--- src/rtl/cbm_pkg.sv ---
`timescale 1ns / 1ps
// ----------------------------------------------------------------------------
// cbm_pkg - shared types and constants of the cartridge bank mapper
// Item structs for both channels, write strobe bundle, decode codes.
// ----------------------------------------------------------------------------
package cbm_pkg;

  // Item kinds
  localparam logic KIND_WRITE = 1'b0;
  localparam logic KIND_TICK  = 1'b1;

  // Control decoder: address bits 15:14
  localparam logic [1:0] CTL_BLK_8000 = 2'b10;

  // Control decoder: address bits 3:2
  localparam logic [1:0] CTL_MIRROR  = 2'b01;
  localparam logic [1:0] CTL_IRQ_ACK = 2'b01;
  localparam logic [1:0] CTL_IRQ_EN  = 2'b10;
  localparam logic [1:0] CTL_IRQ_TOP = 2'b11;

  // Bank decoder: address bits 15:12
  localparam logic [3:0] BNK_PRG0  = 4'h8;
  localparam logic [3:0] BNK_HBIT  = 4'h9;
  localparam logic [3:0] BNK_PRG1  = 4'hA;
  localparam logic [3:0] BNK_NONE  = 4'hF;

  localparam logic [15:0] CHR_BASE = 16'hB000;

  // Dot prescaler and IRQ counter
  localparam logic [3:0] PHASE_STEP = 4'd6;
  localparam logic [3:0] PHASE_WRAP = 4'd8;
  localparam logic [6:0] IRQ_FIRE   = 7'd84;

  typedef struct packed {
    logic        kind;
    logic [15:0] address;
    logic [7:0]  wdata;
    logic        counting;
    logic        line_end;
  } cbm_in_t;

  typedef struct packed {
    logic        irq_line;
    logic [1:0]  mirror_mode;
    logic [7:0]  prg_bank_low;
    logic [7:0]  prg_bank_high;
    logic [63:0] chr_banks;
  } cbm_out_t;

  typedef struct packed {
    logic       mirror_we;
    logic       irq_set;
    logic       irq_ack;
    logic       irq_en_set;
    logic       irq_clear;
    logic       prg0_we;
    logic       prg1_we;
    logic       hbit_we;
    logic       chr_we;
    logic [2:0] chr_idx;
    logic       chr_hi;
  } cbm_wr_t;

endpackage

--- src/rtl/cartridge_bank_mapper_with_dot_irq.sv ---
`timescale 1ns / 1ps
// ----------------------------------------------------------------------------
// cartridge_bank_mapper_with_dot_irq - banking chip with dot-driven IRQ
// One input register, one result register: 1 item per cycle unless stalled.
// An accepted item waits in the input register until the result one is free.
// Reset: synchronous active-low; clears all mapper state and both valid flags.
// ----------------------------------------------------------------------------
module cartridge_bank_mapper_with_dot_irq (
  input  logic              clk,
  input  logic              rst_n,
  input  logic              in_valid,
  output logic              in_stall,
  input  cbm_pkg::cbm_in_t  in_item,
  output logic              out_valid,
  input  logic              out_stall,
  output cbm_pkg::cbm_out_t out_item
);
  import cbm_pkg::*;

  // Input register: hold the accepted item for decode
  logic     s1_valid_r, s1_valid_nxt;
  cbm_in_t  s1_item_r;
  // Result register
  logic     out_valid_r, out_valid_nxt;
  cbm_out_t out_item_r;

  cbm_wr_t  wr;
  cbm_out_t result_nxt;
  logic     advance;   // result register free or being emptied
  logic     apply;     // commit the held item to state this cycle

  assign advance  = !out_valid_r || !out_stall;
  assign apply    = s1_valid_r && advance;
  // Take a new item whenever the input register is empty or empties this cycle
  assign in_stall = s1_valid_r && !advance;

  assign s1_valid_nxt  = in_valid || (s1_valid_r && !advance);
  assign out_valid_nxt = apply || (out_valid_r && out_stall);

  cbm_decode u_decode (
    .item (s1_item_r),
    .wr   (wr)
  );

  cbm_state u_state (
    .clk        (clk),
    .rst_n      (rst_n),
    .apply      (apply),
    .item       (s1_item_r),
    .wr         (wr),
    .result_nxt (result_nxt)
  );

  always_ff @(posedge clk) begin
    if (!rst_n) begin
      s1_valid_r  <= 1'b0;
      out_valid_r <= 1'b0;
    end else begin
      s1_valid_r  <= s1_valid_nxt;
      out_valid_r <= out_valid_nxt;
    end
  end

  // Payload registers: load on acceptance, hold otherwise
  always_ff @(posedge clk) begin
    if (!in_stall) begin
      s1_item_r <= in_item;
    end
    if (apply) begin
      out_item_r <= result_nxt;
    end
  end

  assign out_valid = out_valid_r;
  assign out_item  = out_item_r;

  a_reset_idle : assert property (@(posedge clk)
    !rst_n |=> !out_valid_r && !s1_valid_r)
    else $error("valid flags not cleared by reset");

  a_apply_shows : assert property (@(posedge clk) disable iff (!rst_n)
    apply |=> out_valid_r)
    else $error("committed item produced no result");

  a_no_drop : assert property (@(posedge clk) disable iff (!rst_n)
    s1_valid_r && !advance |=> s1_valid_r)
    else $error("held item dropped while result stalled");

endmodule

--- src/rtl/cbm_decode.sv ---
`timescale 1ns / 1ps
// ----------------------------------------------------------------------------
// cbm_decode - CPU write address decoders
// Control decoder on bits 15:14 and 3:2, bank decoder on bits 15:12.
// ----------------------------------------------------------------------------
module cbm_decode (
  input  cbm_pkg::cbm_in_t item,
  output cbm_pkg::cbm_wr_t wr
);
  import cbm_pkg::*;

  logic        wr_hit;
  logic        blk_8000;
  logic [1:0]  low2;
  logic [3:0]  hi4;
  logic [15:0] chr_off;

  assign wr_hit   = (item.kind == KIND_WRITE) && item.address[15];
  assign blk_8000 = (item.address[15:14] == CTL_BLK_8000);
  assign low2     = item.address[3:2];
  assign hi4      = item.address[15:12];
  assign chr_off  = item.address - CHR_BASE;

  always_comb begin
    wr            = '0;
    wr.chr_idx    = chr_off[13:11] | {2'b00, item.address[1]};
    wr.chr_hi     = item.address[0];
    if (wr_hit) begin
      if (blk_8000) begin
        wr.mirror_we  = (low2 == CTL_MIRROR);
        wr.irq_set    = (low2 == CTL_IRQ_TOP);
      end else begin
        wr.irq_ack    = (low2 == CTL_IRQ_ACK);
        wr.irq_en_set = (low2 == CTL_IRQ_EN);
        wr.irq_clear  = (low2 == CTL_IRQ_TOP);
      end
      wr.prg0_we = (hi4 == BNK_PRG0);
      wr.hbit_we = (hi4 == BNK_HBIT);
      wr.prg1_we = (hi4 == BNK_PRG1);
      wr.chr_we  = (hi4 != BNK_PRG0) && (hi4 != BNK_HBIT) &&
                   (hi4 != BNK_PRG1) && (hi4 != BNK_NONE);
    end
  end

endmodule

--- src/rtl/cbm_state.sv ---
`timescale 1ns / 1ps
// ----------------------------------------------------------------------------
// cbm_state - mapper registers, dot prescaler and IRQ counter
// Apply one item when enabled and present the resulting mapper state.
// ----------------------------------------------------------------------------
module cbm_state (
  input  logic              clk,
  input  logic              rst_n,
  input  logic              apply,
  input  cbm_pkg::cbm_in_t  item,
  input  cbm_pkg::cbm_wr_t  wr,
  output cbm_pkg::cbm_out_t result_nxt
);
  import cbm_pkg::*;

  logic [7:0] prg_r   [2];
  logic [7:0] prg_nxt [2];
  logic [7:0] chr_r   [8];
  logic [7:0] chr_nxt [8];
  logic [1:0] mirror_sel_r, mirror_sel_nxt;
  logic       mirror_hbit_r, mirror_hbit_nxt;
  logic       irq_enable_r, irq_enable_nxt;
  logic [6:0] irq_count_r, irq_count_nxt;
  logic [3:0] dot_phase_r, dot_phase_nxt;
  logic       irq_pending_r, irq_pending_nxt;

  logic [3:0] phase_inc;
  logic [6:0] count_inc;
  logic       is_tick;

  assign is_tick   = (item.kind == KIND_TICK);
  assign phase_inc = dot_phase_r + 4'd1;
  assign count_inc = irq_count_r + 7'd1;

  always_comb begin
    prg_nxt         = prg_r;
    chr_nxt         = chr_r;
    mirror_sel_nxt  = mirror_sel_r;
    mirror_hbit_nxt = mirror_hbit_r;
    irq_enable_nxt  = irq_enable_r;
    irq_count_nxt   = irq_count_r;
    dot_phase_nxt   = dot_phase_r;
    irq_pending_nxt = irq_pending_r;
    if (is_tick) begin
      if (item.counting) begin
        dot_phase_nxt = phase_inc;
        if (phase_inc == PHASE_STEP) begin
          if (irq_enable_r) begin
            if (count_inc == IRQ_FIRE) begin
              irq_pending_nxt = 1'b1;
              irq_count_nxt   = '0;
            end else begin
              irq_count_nxt = count_inc;
            end
          end
        end else if (phase_inc == PHASE_WRAP) begin
          dot_phase_nxt = '0;
        end
      end
      if (item.line_end) begin
        dot_phase_nxt = '0;
      end
    end else begin
      if (wr.mirror_we)  mirror_sel_nxt  = item.wdata[1:0];
      if (wr.irq_set)    irq_pending_nxt = 1'b1;
      if (wr.irq_ack)    irq_pending_nxt = 1'b0;
      if (wr.irq_en_set) irq_enable_nxt  = 1'b1;
      if (wr.irq_clear) begin
        irq_pending_nxt = 1'b0;
        irq_enable_nxt  = 1'b0;
        irq_count_nxt   = '0;
      end
      if (wr.prg0_we) prg_nxt[0]      = item.wdata;
      if (wr.prg1_we) prg_nxt[1]      = item.wdata;
      if (wr.hbit_we) mirror_hbit_nxt = item.wdata[0];
      if (wr.chr_we) begin
        if (wr.chr_hi) chr_nxt[wr.chr_idx][7:4] = item.wdata[3:0];
        else           chr_nxt[wr.chr_idx][3:0] = item.wdata[3:0];
      end
    end
  end

  always_ff @(posedge clk) begin
    if (!rst_n) begin
      prg_r         <= '{default: '0};
      chr_r         <= '{default: '0};
      mirror_sel_r  <= '0;
      mirror_hbit_r <= 1'b0;
      irq_enable_r  <= 1'b0;
      irq_count_r   <= '0;
      dot_phase_r   <= '0;
      irq_pending_r <= 1'b0;
    end else if (apply) begin
      prg_r         <= prg_nxt;
      chr_r         <= chr_nxt;
      mirror_sel_r  <= mirror_sel_nxt;
      mirror_hbit_r <= mirror_hbit_nxt;
      irq_enable_r  <= irq_enable_nxt;
      irq_count_r   <= irq_count_nxt;
      dot_phase_r   <= dot_phase_nxt;
      irq_pending_r <= irq_pending_nxt;
    end
  end

  // Result reflects the state after this item
  always_comb begin
    result_nxt.irq_line      = irq_pending_nxt;
    result_nxt.mirror_mode   = mirror_sel_nxt[1] ? mirror_sel_nxt
                                                 : {1'b0, mirror_hbit_nxt};
    result_nxt.prg_bank_low  = prg_nxt[0];
    result_nxt.prg_bank_high = prg_nxt[1];
    for (int i = 0; i < 8; i++) begin
      result_nxt.chr_banks[8*i +: 8] = chr_nxt[i];
    end
  end

  a_count_range : assert property (@(posedge clk) disable iff (!rst_n)
    irq_count_r < IRQ_FIRE)
    else $error("irq counter reached fire value without wrapping");

  a_phase_range : assert property (@(posedge clk) disable iff (!rst_n)
    dot_phase_r <= PHASE_WRAP)
    else $error("dot prescaler left its range");

  a_irq_clear : assert property (@(posedge clk) disable iff (!rst_n)
    apply && !is_tick && wr.irq_clear |=>
      !irq_pending_r && !irq_enable_r && (irq_count_r == '0))
    else $error("IRQ disable-and-clear write did not clear IRQ state");

endmodule

--- config.mk ---
export PLATFORM = sky130hd
export DESIGN_NAME = cartridge_bank_mapper_with_dot_irq
export DESIGN_NICKNAME = d
export VERILOG_FILES = /design/src/rtl/cbm_pkg.sv /design/src/rtl/cartridge_bank_mapper_with_dot_irq.sv /design/src/rtl/cbm_decode.sv /design/src/rtl/cbm_state.sv
export SDC_FILE = /design/constraint.sdc
export NUM_CORES = 1
export LEC_CHECK = 0
export ABC_CLOCK_PERIOD_IN_PS = 25500
export BUFFER_PORTS_ARGS = -buffer_cell sky130_fd_sc_hd__buf_2
export CELL_PAD_IN_SITES_DETAIL_PLACEMENT = 1
export CELL_PAD_IN_SITES_GLOBAL_PLACEMENT = 2
export CORE_MARGIN = 3
export CORE_UTILIZATION = 30
export CTS_CLUSTER_DIAMETER = 100
export DETAILED_ROUTE_END_ITERATION = 16
export MAX_ROUTING_LAYER = met4
export PLACE_DENSITY_LB_ADDON = 0.2
export SYNTH_ARGS = -nofsm -noshare
export SYNTH_HDL_FRONTEND = slang
export SYNTH_HIERARCHICAL = 1
export SYNTH_SLANG_ARGS = --single-unit
--- constraint.sdc ---
create_clock -name clk -period 25.5 [get_ports clk]
set_clock_uncertainty 0.05 [all_clocks]
set_input_delay 1.275 -clock clk [delete_from_list [all_inputs] [get_ports clk]]
set_output_delay 1.275 -clock clk [all_outputs]
set_load 0.05 [all_outputs]
* Word-level counts from Yosys, hierarchy flattened
Index checks and enable logic that the tools add are counted.
** Cells by class
- Add/sub/neg operators :: 3
- Order comparisons :: 2
- Eq/ne operators :: 17
- Muxes and demuxes :: 40
- Bitwise gates (word level) :: 3
- Reductions and logical operators :: 20
** Operators with widths (number)
- $mux W64 :: 3
- $bwmux W64 :: 2
- $demux W8 S3 :: 2
- $mux W7 :: 6
- $mux W8 :: 3
- $mux W4 :: 5
- $eq A4 B4 Y1 const B :: 4
- $mux W16 :: 1
- $ne A4 B4 Y1 const B :: 4
- $sub A14 B14 Y14 const B :: 1
- $mux W1 :: 12
- $mux W9 :: 1
- $logic_and A1 B1 Y1 :: 8
- $mux W2 :: 4
- $add A7 B1 Y7 const B :: 1
- $eq A7 B7 Y1 const B :: 1
- $eq A2 B2 Y1 const B :: 3
- $reduce_and A3 Y1 :: 2
- $reduce_bool A2 Y1 :: 3
- $reduce_and A5 Y1 :: 1
- $add A4 B1 Y4 const B :: 1
- $eq A4 B3 Y1 const B :: 1
- $ge A4 B4 Y1 const B :: 1
- $lt A4 B1 Y1 const B :: 1
- 9 further kinds :: 14
** Word-level totals
- Flip-flop bits (word level) :: 208
- Input bits :: 31
- Output and inout port bits :: 85
- Logic and storage cells :: 113

* Depth between registers and ports, before layout
- Depth in word-level cells :: 11
- Mapped depth :: 9
- Gate-level depth less buffers :: 8

* By module
Netlist, hierarchy kept.
** By module, submodules not included
- cbm_state :: times used 1, cells each 518, area each 5158.7 µm², seq. area each 1921.8 µm²
- cartridge_bank_mapper_with_dot_irq :: times used 1, cells each 118, area each 3383.2 µm², seq. area each 3343.2 µm²
- cbm_decode :: times used 1, cells each 24, area each 166.4 µm², seq. area each 0.0 µm²

* Worst setup path before layout
OpenSTA, ideal clock, no wires.
- Kind :: input to register
- Start point :: in out_stall
- End point :: reg u_state.dot_phase_r[2]
- Library setup time :: 0.076 ns
- Data arrival time :: 9.098 ns
- Required time :: 25.374 ns
- Slack :: 16.276 ns
- Stages :: 5
- Buffers on the path :: 1
- Cell sequence :: a21boi_0 > buf_2 > o211ai_1 > or4b_1 > a21boi_0
** Between the ends
- Longest elaborated chain between the ends :: 4
** Ends and longest elaborated chain
- start: declaration :: RTL line cartridge_bank_mapper_with_dot_irq.sv:15 : input logic out_stall,
- $logic_not A1 Y1 :: RTL line cartridge_bank_mapper_with_dot_irq.sv:32 : assign advance = !out_valid_r || !out_stall;
- $logic_or A1 B1 Y1 :: RTL line cartridge_bank_mapper_with_dot_irq.sv:32
- $logic_and A1 B1 Y1 :: RTL line cartridge_bank_mapper_with_dot_irq.sv:33 : assign apply = s1_valid_r && advance;
- $reduce_and A3 Y1 (no source line)
- end signal: assignment :: RTL line cbm_state.sv:100 : dot_phase_r <= dot_phase_nxt;
- end: declaration :: RTL line cbm_state.sv:24 : logic [3:0] dot_phase_r, dot_phase_nxt;
No other way between the ends.
A chain may end at the register's enable or synchronous reset.

* Worst setup path in the final report
- Start point :: in out_stall
- End point :: out in_stall
** Between the ends
- Longest elaborated chain between the ends :: 4
** Ends and longest elaborated chain
- $logic_not A1 Y1 :: RTL line cartridge_bank_mapper_with_dot_irq.sv:32
- $logic_or A1 B1 Y1 :: RTL line cartridge_bank_mapper_with_dot_irq.sv:32
- $logic_not A1 Y1 :: RTL line cartridge_bank_mapper_with_dot_irq.sv:35 : assign in_stall = s1_valid_r && !advance;
- $logic_and A1 B1 Y1 :: RTL line cartridge_bank_mapper_with_dot_irq.sv:35
- end: declaration :: RTL line cartridge_bank_mapper_with_dot_irq.sv:12 : output logic in_stall,
No other way between the ends.

==> summary.md <==
| Metric | Value |
|---|---|
| Status | finished, final reports clean |
| Final period util | 0.143 |
| Top Layer Used | met4 |
| M1 WL | 9430 µm |
| Worst R2R Path Depth | 7 |
| TritonCTS clock tree | yes |
| Critical Path Sink Type | output port |
| Footprint of the multi-input gates | 0.00324 mm² |
| Pre-CTS setup slack | ~21 ns |
| HP Class | register to register |
| Startpoint of the lowest-slack hold path | u_state/irq_count_r[6]$_SDFFE_PN0P_ |
| Max Clk Rate | 274 MHz |
| Category of the worst setup path launch point | primary input |
| Pin slew with the least headroom to its limit | 0.943 ns |
| Cell depth of the worst min-delay path | 1 |
| Routed wire length on met3 | ~1100 µm |
| Number of vias after detailed routing | roughly 5,300 |
| Worst EP required | 24.18 ns |
| Maximum fanout count along the critical path | 21 |
| Min-Delay Endpoint | u_state/irq_count_r[6]$_SDFFE_PN0P_ |
| 1st-pass router iterations | 4 |
| Remaining max-slew budget at the tightest pin | 0.370 |
| Buffer cell driving the clock tree root | sky130_fd_sc_hd__clkbuf_16 |
| Clock net sink count | 201 |
| Final wirelength | 20,400 µm |
| Post-CTS Setup Inserts | 0 |
| Number of H-tree levels | 1 |
| Final sum of negative setup slack | 0 ns |
| Starting DRC count in detailed routing | 187 |
| Number of nets produced by synthesis | 692 |
| Final setup slack of the worst path | 21.84 ns |
| Vias per Instance | 4.67 |
| Cells resized by post-CTS repair | 0 |
| Die Y | 174 µm |
| CORE AREA | approximately 0.027 mm² |
| Synthesis-to-layout area growth | 19.2% |
| Number of pins with negative max-slew slack in the final report | 0 |
| Cell Pwr Density | just over 70 mW/mm² |
| Yosys warns | 6 |
| R2R Setup Slk | around 22 ns |
| Layout cells sized above 1 | 0.307 |
| Count of buffers from port buffering | 108 |
| Mapped Avg Cell Area | 13.0 µm² |
| Pin count of the biggest net entering global routing | 92 |
| Antenna diode count | 0 |
| Register clock-pin slew on the reported worst setup and hold paths | 0.06 ns |
| Maximum clock path buffer count | 3 |
| Antenna Violating Nets Remaining | 0 |
| Vias in the first global route | approximately 5,800 |
| Number of maximum-capacitance violations | 0 |
| Routed length on met2 | between 9000 and 10,000 µm |
| Final HPWL DP | 12,700 µm |
| Number of hold buffers added after cts | 0 |
| Total of fill cells in the finished design | 2,882 |
| TritonCTS Buffers | 24 |
| Gate count after technology mapping | 653 |
| Starting density of the core | 0.310 |
| RSZ-0062 raised after global routing | no |
| Number of setup violations in the final report | 0 |
| Clock latency reported for the late side of the worst-skew pair | 0.51 ns |
| Worst reg2reg path startpoint | s1_item_r[22]$_DFFE_PN_ |
| X dimension of the die | 174 µm |
| Data arrival time at the worst-slack endpoint | around 2.3 ns |
| First-pass GRT wire length | 32,100 µm |
| Remaining DRCs | 0 |
| Critical path type | primary input to output port |
| Number of antenna violations at the first check in global routing | 0 |
| Number of standard-cell rows in the floorplan | 60 |
| Mapped Area | 0.00850 mm² |
| Overall track demand over capacity in global routing | 0.135 |
| Capture instance of the worst register-to-register path | out_item[51]$_DFFE_PP_ |
| Remaining global-route overflow | 0 |
| Total Die Area | 0.0304 mm² |
| Max rail drop VDD | 0.0431 mV |
| Register area | 0.00505 mm² |
| Layout Nets | 793 |
| Post-Route Hold Slack | between 0.4 and 0.5 ns |
| Last weighted congestion value of the routability-driven placer | 0.727 |
| Number of hold violations in the final report | 0 |
| Top-Level Pins | 116 |
| Final Critical Period | 3.66 ns |
| Per-cell routed wire length | between 15 and 20 µm |
| Static Leak | 4.16 nW |
stage by stage:
stage	std cells	power, mW	area [µm²]	utilization
floorplan	653	0.398	8500	-
global placement	1100	0.412	9410	0.344
detailed placement	1100	0.413	9410	0.344
CTS	1144	0.729	10100	0.370
global route	1144	0.745	10100	0.370
finish	1144	0.715	10100	0.370
worst max-delay path, stage by stage:
cell	delay [ns]
sky130_fd_sc_hd__buf_2	0.13
sky130_fd_sc_hd__nand3_2	0.47
sky130_fd_sc_hd__inv_2	0.17
sky130_fd_sc_hd__buf_2	0.28
routing by layer:
layer  vias up  global-route usage
li1       2556                   -
met1      2650               0.171
met2       105               0.220
met3        29              0.0312
met4         0              0.0315
met5         -                   -
power breakdown:
group          internal (mW)  switching (mW)
registers              0.348         0.00413
clock network          0.180           0.130
logic                 0.0121          0.0410
cell usage in the layout (no fill, tap or decap), types with 8 or more instances in the layout:
cell                        instances
sky130_fd_sc_hd__edfxtp_1         103
sky130_fd_sc_hd__ha_1               8
sky130_fd_sc_hd__mux2_2            80
sky130_fd_sc_hd__inv_1             11
sky130_fd_sc_hd__buf_2            108
sky130_fd_sc_hd__nor2b_1           89
sky130_fd_sc_hd__a21oi_1           10
sky130_fd_sc_hd__clkbuf_16         25
sky130_fd_sc_hd__nand2_1           20
sky130_fd_sc_hd__clkbuf_1           8
sky130_fd_sc_hd__o21ai_0            9
sky130_fd_sc_hd__nand3_1           20
sky130_fd_sc_hd__dfxtp_1           98
sky130_fd_sc_hd__buf_4              9
sky130_fd_sc_hd__mux2i_1           83
area by class of cell:
type                       count  area share
clock inverter                11     0.00581
tap                          372      0.0460
multi-input combinational    398       0.320
inverter                      12     0.00445
clock buffer                  33      0.0647
timing repair buffer         117      0.0600
sequential                   201       0.499
flip-flops by register name, indices dropped and copies added, names as in the netlist:
name / flops
u_state/irq_count_r: 7
u_state/irq_enable_r: 1
u_state/mirror_hbit_r: 1
s1_valid_r: 1
s1_item_r: 20
out_valid: 1
u_state/prg_r: 16
u_state/irq_pending_r: 1
u_state/chr_r: 64
u_state/dot_phase_r: 4
out_item: 83
u_state/mirror_sel_r: 2
worst max-delay path by stage:
stage / startpoint / end / slack [ns] / cells after the start
floorplan: out_stall / u_state/dot_phase_r[2]$_SDFFE_PN0P_ / 16.28 / 5
global placement: out_stall / u_state/chr_r[11]$_SDFFE_PN0P_ / 21.53 / 7
detailed placement: out_stall / u_state/chr_r[16]$_SDFFE_PN0P_ / 21.43 / 7
CTS: out_stall / in_stall / 21.80 / 4
global route: out_stall / in_stall / 21.70 / 4
finish: out_stall / in_stall / 21.84 / 4
Note: power is estimated with default switching activity, not from simulation.
